===== src/hdl/prbd_pkg.sv =====
`timescale 1ns / 1ps
`default_nettype none

package prbd_pkg;

  // Widths fixed by the stream format.
  localparam int unsigned ByteW   = 8;
  localparam int unsigned ValueW  = 16;
  localparam int unsigned CountW  = 15;
  localparam int unsigned SourceW = 16;
  localparam int unsigned RunW    = 8;
  localparam int unsigned StatusW = 2;
  localparam int unsigned CfgIdxW = 2;
  localparam int unsigned CfgW    = 15;

  // Default largest row, in units.
  localparam int unsigned DefMaxRowUnits = 16384;

  // Result queue depth.
  localparam int unsigned QueueDepth = 4;

  // Configuration register indexes.
  localparam logic [CfgIdxW-1:0] RegUnitIs16bit = 2'd0;
  localparam logic [CfgIdxW-1:0] RegRowUnits    = 2'd1;
  localparam logic [CfgIdxW-1:0] RegWidePrefix  = 2'd2;
  localparam logic [CfgIdxW-1:0] RegRowCount    = 2'd3;

  // Result status codes.
  localparam logic [StatusW-1:0] StOk       = 2'd0;
  localparam logic [StatusW-1:0] StSrcShort = 2'd1;
  localparam logic [StatusW-1:0] StRowOver  = 2'd2;

  // Parser phases.
  typedef enum logic [5:0] {
    PhPrefix   = 6'b000001,
    PhPrefixLo = 6'b000010,
    PhControl  = 6'b000100,
    PhWordHi   = 6'b001000,
    PhByte     = 6'b010000,
    PhWordLo   = 6'b100000
  } phase_e;

  // One result item.
  typedef struct packed {
    logic [ValueW-1:0]  value;
    logic [CountW-1:0]  count;
    logic               row_end;
    logic               image_end;
    logic [StatusW-1:0] status;
  } res_t;

  // Results produced by one accepted byte.
  typedef struct packed {
    logic [1:0] num;
    res_t       res0;
    res_t       res1;
  } res_pair_t;

endpackage

`default_nettype wire


===== src/hdl/packbits_row_decoder_unit.sv =====
`timescale 1ns / 1ps
`default_nettype none

// PackBits row decoder. One packed stream byte is taken each cycle while
// full is low, and each byte yields zero, one or two runs. A parser
// classifies prefix, control and data bytes, and a four-entry result queue
// sits between it and the result ports, so full rises when fewer than two
// entries are free. Runs are queued when their byte is taken and reach
// the result ports once earlier runs are popped. An error run ends the
// image and the next byte is read as a new first prefix.
module packbits_row_decoder_unit import prbd_pkg::*; #(
  parameter int unsigned MAX_ROW_UNITS = DefMaxRowUnits
) (
  input  wire logic               clk_i,
  input  wire logic               rst_ni,
  input  wire logic               cfg_we_i,
  input  wire logic [CfgIdxW-1:0] cfg_idx_i,
  input  wire logic [CfgW-1:0]    cfg_data_i,
  input  wire logic               push,
  output logic                    full,
  input  wire logic [ByteW-1:0]   in_byte_i,
  output logic                    empty,
  input  wire logic               pop,
  output logic [ValueW-1:0]       run_value_o,
  output logic [CountW-1:0]       run_count_o,
  output logic                    row_end_o,
  output logic                    image_end_o,
  output logic [StatusW-1:0]      status_o
);

  res_pair_t res;
  res_t      head;
  logic      room2;

  assign full = !room2;

  // Parser front end.
  prbd_front #(.MAX_ROW_UNITS(MAX_ROW_UNITS)) u_front (
    .clk_i,
    .rst_ni,
    .cfg_we_i,
    .cfg_idx_i,
    .cfg_data_i,
    .byte_valid_i (push && room2),
    .byte_i       (in_byte_i),
    .res_o        (res)
  );

  // Result queue.
  prbd_queue u_queue (
    .clk_i,
    .rst_ni,
    .wr_i    (res),
    .room2_o (room2),
    .rd_i    (pop),
    .empty_o (empty),
    .head_o  (head)
  );

  assign run_value_o = head.value;
  assign run_count_o = head.count;
  assign row_end_o   = head.row_end;
  assign image_end_o = head.image_end;
  assign status_o    = head.status;

endmodule

`default_nettype wire


===== src/hdl/prbd_front.sv =====
`timescale 1ns / 1ps
`default_nettype none

module prbd_front import prbd_pkg::*; #(
  parameter int unsigned MAX_ROW_UNITS = DefMaxRowUnits
) (
  input  wire logic               clk_i,
  input  wire logic               rst_ni,
  input  wire logic               cfg_we_i,
  input  wire logic [CfgIdxW-1:0] cfg_idx_i,
  input  wire logic [CfgW-1:0]    cfg_data_i,
  input  wire logic               byte_valid_i,
  input  wire logic [ByteW-1:0]   byte_i,
  output res_pair_t               res_o
);

  localparam logic [CountW-1:0] MaxUnits = CountW'(MAX_ROW_UNITS);

  // Configuration registers.
  logic              unit16_q, wide_prefix_q;
  logic [CountW-1:0] row_units_q, row_count_q;

  always_ff @(posedge clk_i or negedge rst_ni) begin
    if (!rst_ni) begin
      unit16_q      <= 1'b0;
      row_units_q   <= CountW'(1);
      wide_prefix_q <= 1'b0;
      row_count_q   <= CountW'(1);
    end else if (cfg_we_i) begin
      unique case (cfg_idx_i)
        RegUnitIs16bit: unit16_q      <= cfg_data_i[0];
        RegRowUnits:    row_units_q   <= cfg_data_i;
        RegWidePrefix:  wide_prefix_q <= cfg_data_i[0];
        RegRowCount:    row_count_q   <= cfg_data_i;
        default:        ;
      endcase
    end
  end

  // Parser state.
  phase_e             phase_q, phase_d;
  logic [SourceW-1:0] src_q, src_d;
  logic [CountW-1:0]  units_q, units_d;
  logic [RunW-1:0]    run_q, run_d;
  logic [ByteW-1:0]   high_q, high_d;
  logic [CountW-1:0]  rows_q, rows_d;
  logic               rep_q, rep_d;

  always_ff @(posedge clk_i or negedge rst_ni) begin
    if (!rst_ni) begin
      phase_q <= PhPrefix;
      src_q   <= '0;
      units_q <= '0;
      run_q   <= '0;
      high_q  <= '0;
      rows_q  <= '0;
      rep_q   <= 1'b0;
    end else if (byte_valid_i) begin
      phase_q <= phase_d;
      src_q   <= src_d;
      units_q <= units_d;
      run_q   <= run_d;
      high_q  <= high_d;
      rows_q  <= rows_d;
      rep_q   <= rep_d;
    end
  end

  // Byte classification and row bookkeeping.
  logic [CountW-1:0]  rows_lim, units_lim, end_units, cnt;
  logic [SourceW-1:0] src_dec, src_new;
  logic [8:0]         size;
  logic [9:0]         need;
  logic               last, end_req, unit_out;
  logic [ValueW-1:0]  val;

  always_comb begin
    phase_d = phase_q;
    src_d   = src_q;
    units_d = units_q;
    run_d   = run_q;
    high_d  = high_q;
    rows_d  = rows_q;
    rep_d   = rep_q;
    res_o   = '0;
    end_req = 1'b0;
    unit_out = 1'b0;
    size    = '0;
    need    = '0;
    cnt     = '0;
    val     = '0;
    src_new = '0;

    rows_lim  = (row_count_q == '0) ? CountW'(1) : row_count_q;
    last      = ({1'b0, rows_q} + 16'd1) >= {1'b0, rows_lim};
    units_lim = (row_units_q == '0) ? CountW'(1) :
                (row_units_q > MaxUnits) ? MaxUnits : row_units_q;
    src_dec   = (src_q != '0) ? src_q - SourceW'(1) : src_q;

    unique case (phase_q)
      PhPrefix, PhPrefixLo: begin
        if (phase_q == PhPrefix && wide_prefix_q) begin
          high_d  = byte_i;
          phase_d = PhPrefixLo;
        end else begin
          src_new = (phase_q == PhPrefixLo) ? {high_q, byte_i} : {8'd0, byte_i};
          src_d   = src_new;
          units_d = units_lim;
          high_d  = '0;
          phase_d = PhControl;
          end_req = (src_new == '0);
        end
      end
      PhControl: begin
        src_d = src_dec;
        if (byte_i == 8'h80) begin
          end_req = (src_dec == '0);
        end else begin
          rep_d = !(byte_i >= 8'd1 && byte_i <= 8'd127);
          if (!rep_d) begin
            size = {1'b0, byte_i} + 9'd1;
          end else begin
            size = (byte_i == 8'd0) ? 9'd1 : 9'd257 - {1'b0, byte_i};
          end
          if (rep_d) begin
            need = unit16_q ? 10'd2 : 10'd1;
          end else begin
            need = unit16_q ? {size, 1'b0} : {1'b0, size};
          end
          if ({6'd0, need} > src_dec) begin
            res_o.num  = 2'd1;
            res_o.res0 = '{value: '0, count: '0, row_end: 1'b1, image_end: 1'b1,
                           status: StSrcShort};
          end else if ({6'd0, size} > units_q) begin
            res_o.num  = 2'd1;
            res_o.res0 = '{value: '0, count: '0, row_end: 1'b1, image_end: 1'b1,
                           status: StRowOver};
          end else begin
            run_d   = size[RunW-1:0];
            high_d  = '0;
            phase_d = unit16_q ? PhWordHi : PhByte;
          end
        end
      end
      PhWordHi: begin
        src_d   = src_dec;
        high_d  = byte_i;
        phase_d = PhWordLo;
      end
      PhByte, PhWordLo: begin
        // A unit is complete.
        src_d    = src_dec;
        unit_out = 1'b1;
        val      = (phase_q == PhWordLo) ? {high_q, byte_i} : {8'd0, byte_i};
        cnt      = rep_q ? {7'd0, run_q} : CountW'(1);
        if (cnt > units_q) cnt = units_q;
        res_o.num  = 2'd1;
        res_o.res0 = '{value: val, count: cnt, row_end: 1'b0, image_end: 1'b0,
                       status: StOk};
        units_d = units_q - cnt;
        run_d   = (rep_q || run_q <= RunW'(1)) ? '0 : run_q - RunW'(1);
        high_d  = '0;
        if (run_d == '0) begin
          phase_d = PhControl;
          end_req = (src_dec == '0);
        end else begin
          phase_d = (phase_q == PhWordLo) ? PhWordHi : PhByte;
        end
      end
      default: ;
    endcase

    // An error clears everything back to the start of an image.
    if (res_o.num != 2'd0 && res_o.res0.status != StOk) begin
      phase_d = PhPrefix;
      src_d   = '0;
      units_d = '0;
      run_d   = '0;
      high_d  = '0;
      rows_d  = '0;
      rep_d   = 1'b0;
    end

    // Row end: mark the unit result or add a padding result.
    end_units = units_d;
    if (end_req) begin
      if (unit_out && end_units == '0) begin
        res_o.res0.row_end   = 1'b1;
        res_o.res0.image_end = last;
      end else if (unit_out) begin
        res_o.num  = 2'd2;
        res_o.res1 = '{value: '0, count: end_units, row_end: 1'b1, image_end: last,
                       status: StOk};
      end else begin
        res_o.num  = 2'd1;
        res_o.res0 = '{value: '0, count: end_units, row_end: 1'b1, image_end: last,
                       status: StOk};
      end
      rows_d  = last ? '0 : rows_q + CountW'(1);
      units_d = '0;
      run_d   = '0;
      high_d  = '0;
      phase_d = PhPrefix;
    end

    // Results are only offered for a byte that is actually taken.
    if (!byte_valid_i) res_o.num = 2'd0;
  end

endmodule

`default_nettype wire


===== src/hdl/prbd_queue.sv =====
`timescale 1ns / 1ps
`default_nettype none

module prbd_queue import prbd_pkg::*; (
  input  wire logic clk_i,
  input  wire logic rst_ni,
  input  res_pair_t wr_i,
  output logic      room2_o,
  input  wire logic rd_i,
  output logic      empty_o,
  output res_t      head_o
);

  localparam int unsigned PtrW = $clog2(QueueDepth);
  localparam int unsigned CntW = $clog2(QueueDepth + 1);

  res_t            mem_q [QueueDepth];
  logic [PtrW-1:0] wr_q, rd_q;
  logic [CntW-1:0] cnt_q;
  logic            pop;

  assign pop     = rd_i && (cnt_q != '0);
  assign empty_o = (cnt_q == '0);
  assign room2_o = cnt_q <= CntW'(QueueDepth - 2);
  assign head_o  = mem_q[rd_q];

  // Entries take up to two beats a cycle from the parser.
  always_ff @(posedge clk_i) begin
    if (wr_i.num != 2'd0) mem_q[wr_q] <= wr_i.res0;
    if (wr_i.num == 2'd2) mem_q[wr_q + PtrW'(1)] <= wr_i.res1;
  end

  // Pointers and fill count.
  always_ff @(posedge clk_i or negedge rst_ni) begin
    if (!rst_ni) begin
      wr_q  <= '0;
      rd_q  <= '0;
      cnt_q <= '0;
    end else begin
      wr_q  <= wr_q + PtrW'(wr_i.num);
      rd_q  <= rd_q + PtrW'(pop);
      cnt_q <= cnt_q + CntW'(wr_i.num) - CntW'(pop);
    end
  end

endmodule

`default_nettype wire


===== config.mk =====
export PLATFORM = sky130hd
export DESIGN_NAME = packbits_row_decoder_unit
export DESIGN_NICKNAME = d
export VERILOG_FILES = /design/src/hdl/prbd_pkg.sv /design/src/hdl/packbits_row_decoder_unit.sv /design/src/hdl/prbd_front.sv /design/src/hdl/prbd_queue.sv
export SDC_FILE = /design/constraint.sdc
export NUM_CORES = 1
export LEC_CHECK = 0
export BUFFER_PORTS_ARGS = -buffer_cell sky130_fd_sc_hd__buf_2
export CORE_MARGIN = 2
export CORE_UTILIZATION = 53
export DETAILED_ROUTE_END_ITERATION = 8
export HOLD_SLACK_MARGIN = 0.05
export PLACE_DENSITY = 0.66
export RECOVER_POWER = 25
export SKIP_CTS_REPAIR_TIMING = 1
export SLEW_MARGIN = 20
export SYNTH_ARGS = -nofsm -noshare
export SYNTH_HDL_FRONTEND = slang
export SYNTH_SLANG_ARGS = --single-unit

===== constraint.sdc =====
create_clock -name clk_i -period 7.2 [get_ports clk_i]
set_input_delay 1.44 -clock clk_i [delete_from_list [all_inputs] [get_ports clk_i]]
set_output_delay 1.44 -clock clk_i [all_outputs]
set_load 0.05 [all_outputs]

==> run metrics <==
worst slack, placed=0.606 ns; TNS Setup=0 ns; type of the tightest min-delay check=reg -> reg; Cells after DPL=1937; sequential power share=0.449; port buffer count=66; drt drc=0; Sw Share=0.268; Logic pwr share=0.138; final worst slack=0.512 ns; status=finished with violations; placer's final routability congestion estimate=0.928; most frequent cells in the layout=nand2_1, nor2_1, dfrtp_1, a21oi_1, o21ai_0; #FFs+latches synth=248; Sw Pwr=0.915 mW; n_diodes=0; Netlist cell types=91; die height=171 um; share of layout cells above drive strength 1=0.160; GRT Util Overall=0.285; clock-pin slew on the worst setup and hold paths=0.06 ns; yosys warns=0; Synth Area per Inst=9.56 sq um; Final Util=0.594; Hold Fails Final Rpt=0; MaxCap Viol Count=2; Syn-to-layout area delta=11.1%; mapped cell area=0.0148 sq mm; CTS tree=yes; Crit Path Class=reg -> reg; minimum clock period=6.69 ns; Syn Inst Count=1545; final instance count without filler cells=1987; Detail Route Antenna Nets=0; first-pass GRT wire length=65100 um; top cell type's share of synthesized area=0.178; Layout fillers=2454; failing checks=max-capacitance violations, max-slew violations; initial antenna violation count=0; Die X=171 um; number of synthesized flops with an enable pin=68; kind of start point of the critical path=flip-flop; routed vias/inst=6.19; pin count of the biggest net entering global routing=72; top cells by area, synth=dfrtp_1, edfxtp_1, dfxtp_1; clock skew=0.0152 ns; Clk Latency, worst-skew pair=0.55 ns; wire per inst=21.0 um; Relative slew margins=-0.450; GR Overflow Total=0; worst path arrival time=7.13 ns; CTS buffer count=28; vias in the first global route=11600; final setup violation count=0; Core Region=0.0276 sq mm; Max Clk Rate=0.150 GHz; fin nets=1684; Worst-Margin Slew=2.17 ns; Design Power=3.42 mW; Clk pwr share=0.413; drt total wl=41600 um; RSZ-0062 raised after global routing=no; TritonRoute pass-1 iters=6; Post-synth top flop=dfrtp_1; Req. time, crit path=7.64 ns; Power Density=208 mW/mm^2; via count=12300; Root Buffer=clkbuf_16; maximum level of the CTS H-tree=1; crit-path max FO=14; Critical Path End Type=flip-flop; initial DRC count=1129; Rows=61; Seq/Total Area, Yosys=0.419; Pint=2.50 mW; post-synth top area cell=dfrtp_1; IO Pins=67; Leak=6.23 nW; hpwl dp=29100 um; CTS Buffer Depth=3; most common cell after layout, fill and taps aside=nand2_1; Max VDD drop=0.000171 V; Tcrit/Tclk final=0.929; max-slew violations=111; clock sinks=248; Die ar.=0.0292 sq mm; starting density of the core=0.535; share of flip-flops with an asynchronous set or reset=0.435
[state kept, by name, summed over array words and instances, names as in the netlist]
register and count:
u_queue.mem_q 140, u_front.src_q 16, u_front.row_count_q 15, u_front.row_units_q 15
u_front.rows_q 15, u_front.units_q 15, u_front.high_q 8, u_front.run_q 8
u_front.phase_q 6, u_queue.cnt_q 3, u_queue.rd_q 2, u_queue.wr_q 2
u_front.rep_q 1, u_front.unit16_q 1, u_front.wide_prefix_q 1
[logic make-up after synthesis]
kind of cell,after synthesis,synth area share
and+or+nand+nor,547,0.178
AOI/OAI and AO/OA,411,0.191
DFF,248,0.419
buffers and inverters,147,0.0412
muxes,85,0.0902
adders and majority gates,65,0.0561
xor gates and xnor gates,41,0.0243
other,1,0.000254
[cell usage after synthesis, types with 11 or more instances]
| master | n |
|---|---|
| a21o_1 | 18 |
| a21oi_1 | 96 |
| dfrtp_1 | 105 |
| and3_1 | 11 |
| and2_1 | 17 |
| mux4_2 | 35 |
| nor4_1 | 23 |
| mux2i_1 | 15 |
| clkbuf_1 | 64 |
| nand3_1 | 59 |
| a22o_1 | 12 |
| o2bb2ai_1 | 19 |
| o21a_1 | 11 |
| ha_1 | 63 |
| inv_1 | 56 |
| nand4_1 | 15 |
| buf_2 | 13 |
| dfxtp_1 | 72 |
| o21ai_0 | 80 |
| xnor2_1 | 24 |
| nor2b_1 | 11 |
| o22ai_1 | 28 |
| nor2_1 | 124 |
| o31ai_1 | 39 |
| xor2_1 | 17 |
| nand2_1 | 182 |
| mux2_2 | 35 |
| nor3_1 | 26 |
| nand2b_1 | 23 |
| edfxtp_1 | 68 |
[worst paths after layout]
kind	from	to	slack (ns)	cells after the start
min in group asynchronous	rst_ni	u_front.units_q[11]$_DFFE_PN0P_	1.53	1
worst max-delay path	u_front.rep_q$_DFFE_PN0P_	u_queue.cnt_q[2]$_DFF_PN0_	0.51	26
worst max register to register	u_front.rep_q$_DFFE_PN0P_	u_queue.cnt_q[2]$_DFF_PN0_	0.51	26
worst min-delay path	u_queue.mem_q[2][1]$_SDFFE_PP0N_	u_queue.mem_q[2][1]$_SDFFE_PP0N_	0.45	2
max in group asynchronous	rst_ni	u_queue.rd_q[0]$_DFF_PN0_	2.72	2
worst min register to register	u_queue.mem_q[2][1]$_SDFFE_PP0N_	u_queue.mem_q[2][1]$_SDFFE_PP0N_	0.45	2
[per-layer routing]
layer,share of wire,routed length (um),up-vias,global-route usage
met1,0.45,18900,6017,0.406
met3,0.058,2420,74,0.0315
li1,-,-,5830,-
met2,0.46,19200,383,0.462
met4,0.026,1090,0,0.0833
met5,0,0,-,0
[layout make-up]
type                       instances  area (sq um)  share of cell area
sequential                       248          6190               0.377
clock buffer                      42           866              0.0527
multi-input combinational       1151          8020               0.488
tap                              378           473              0.0288
clock inverter                     8          50.0             0.00305
inverter                          56           210              0.0128
timing repair buffer             104           609              0.0371
[power groups by stage]
stage,combinational [mW],clock [mW],sequential [mW]
6_report,0.472,1.41,1.53
4_1_cts,0.478,1.44,1.53
3_5_place_dp,0.475,0,1.56
2_1_floorplan,0.359,0,1.54
3_3_place_gp,0.470,0,1.56
5_1_grt,0.522,1.49,1.54
[metrics by stage]
step	instance area [sq um]	hold WS [ns]
floorplan	14800	0.427
global placement	15500	0.438
detailed placement	15500	0.444
CTS	16400	0.454
global route	16400	0.464
finish	16400	0.451
[critical path: stages (launching register included)]
cell and delay (ns):
dfrtp_1 0.50, and2_1 0.23, ha_1 0.30, a21o_1 0.11
a21o_1 0.11, a21oi_1 0.06, o21ai_0 0.08, a21oi_1 0.08
or4b_2 0.79, mux2_2 0.30, inv_1 0.04, ha_1 0.20
fa_1 0.42, nand2b_1 0.20, a21o_1 0.22, a31o_2 0.24
a32oi_1 0.25, o311ai_0 0.18, nor4_1 0.34, and4_1 0.44
a21oi_1 0.17, a211oi_1 0.40, ha_1 0.21, inv_1 0.05
fa_1 0.36, xor2_1 0.16, xnor2_1 0.13
(Power assumes the default switching activity.)
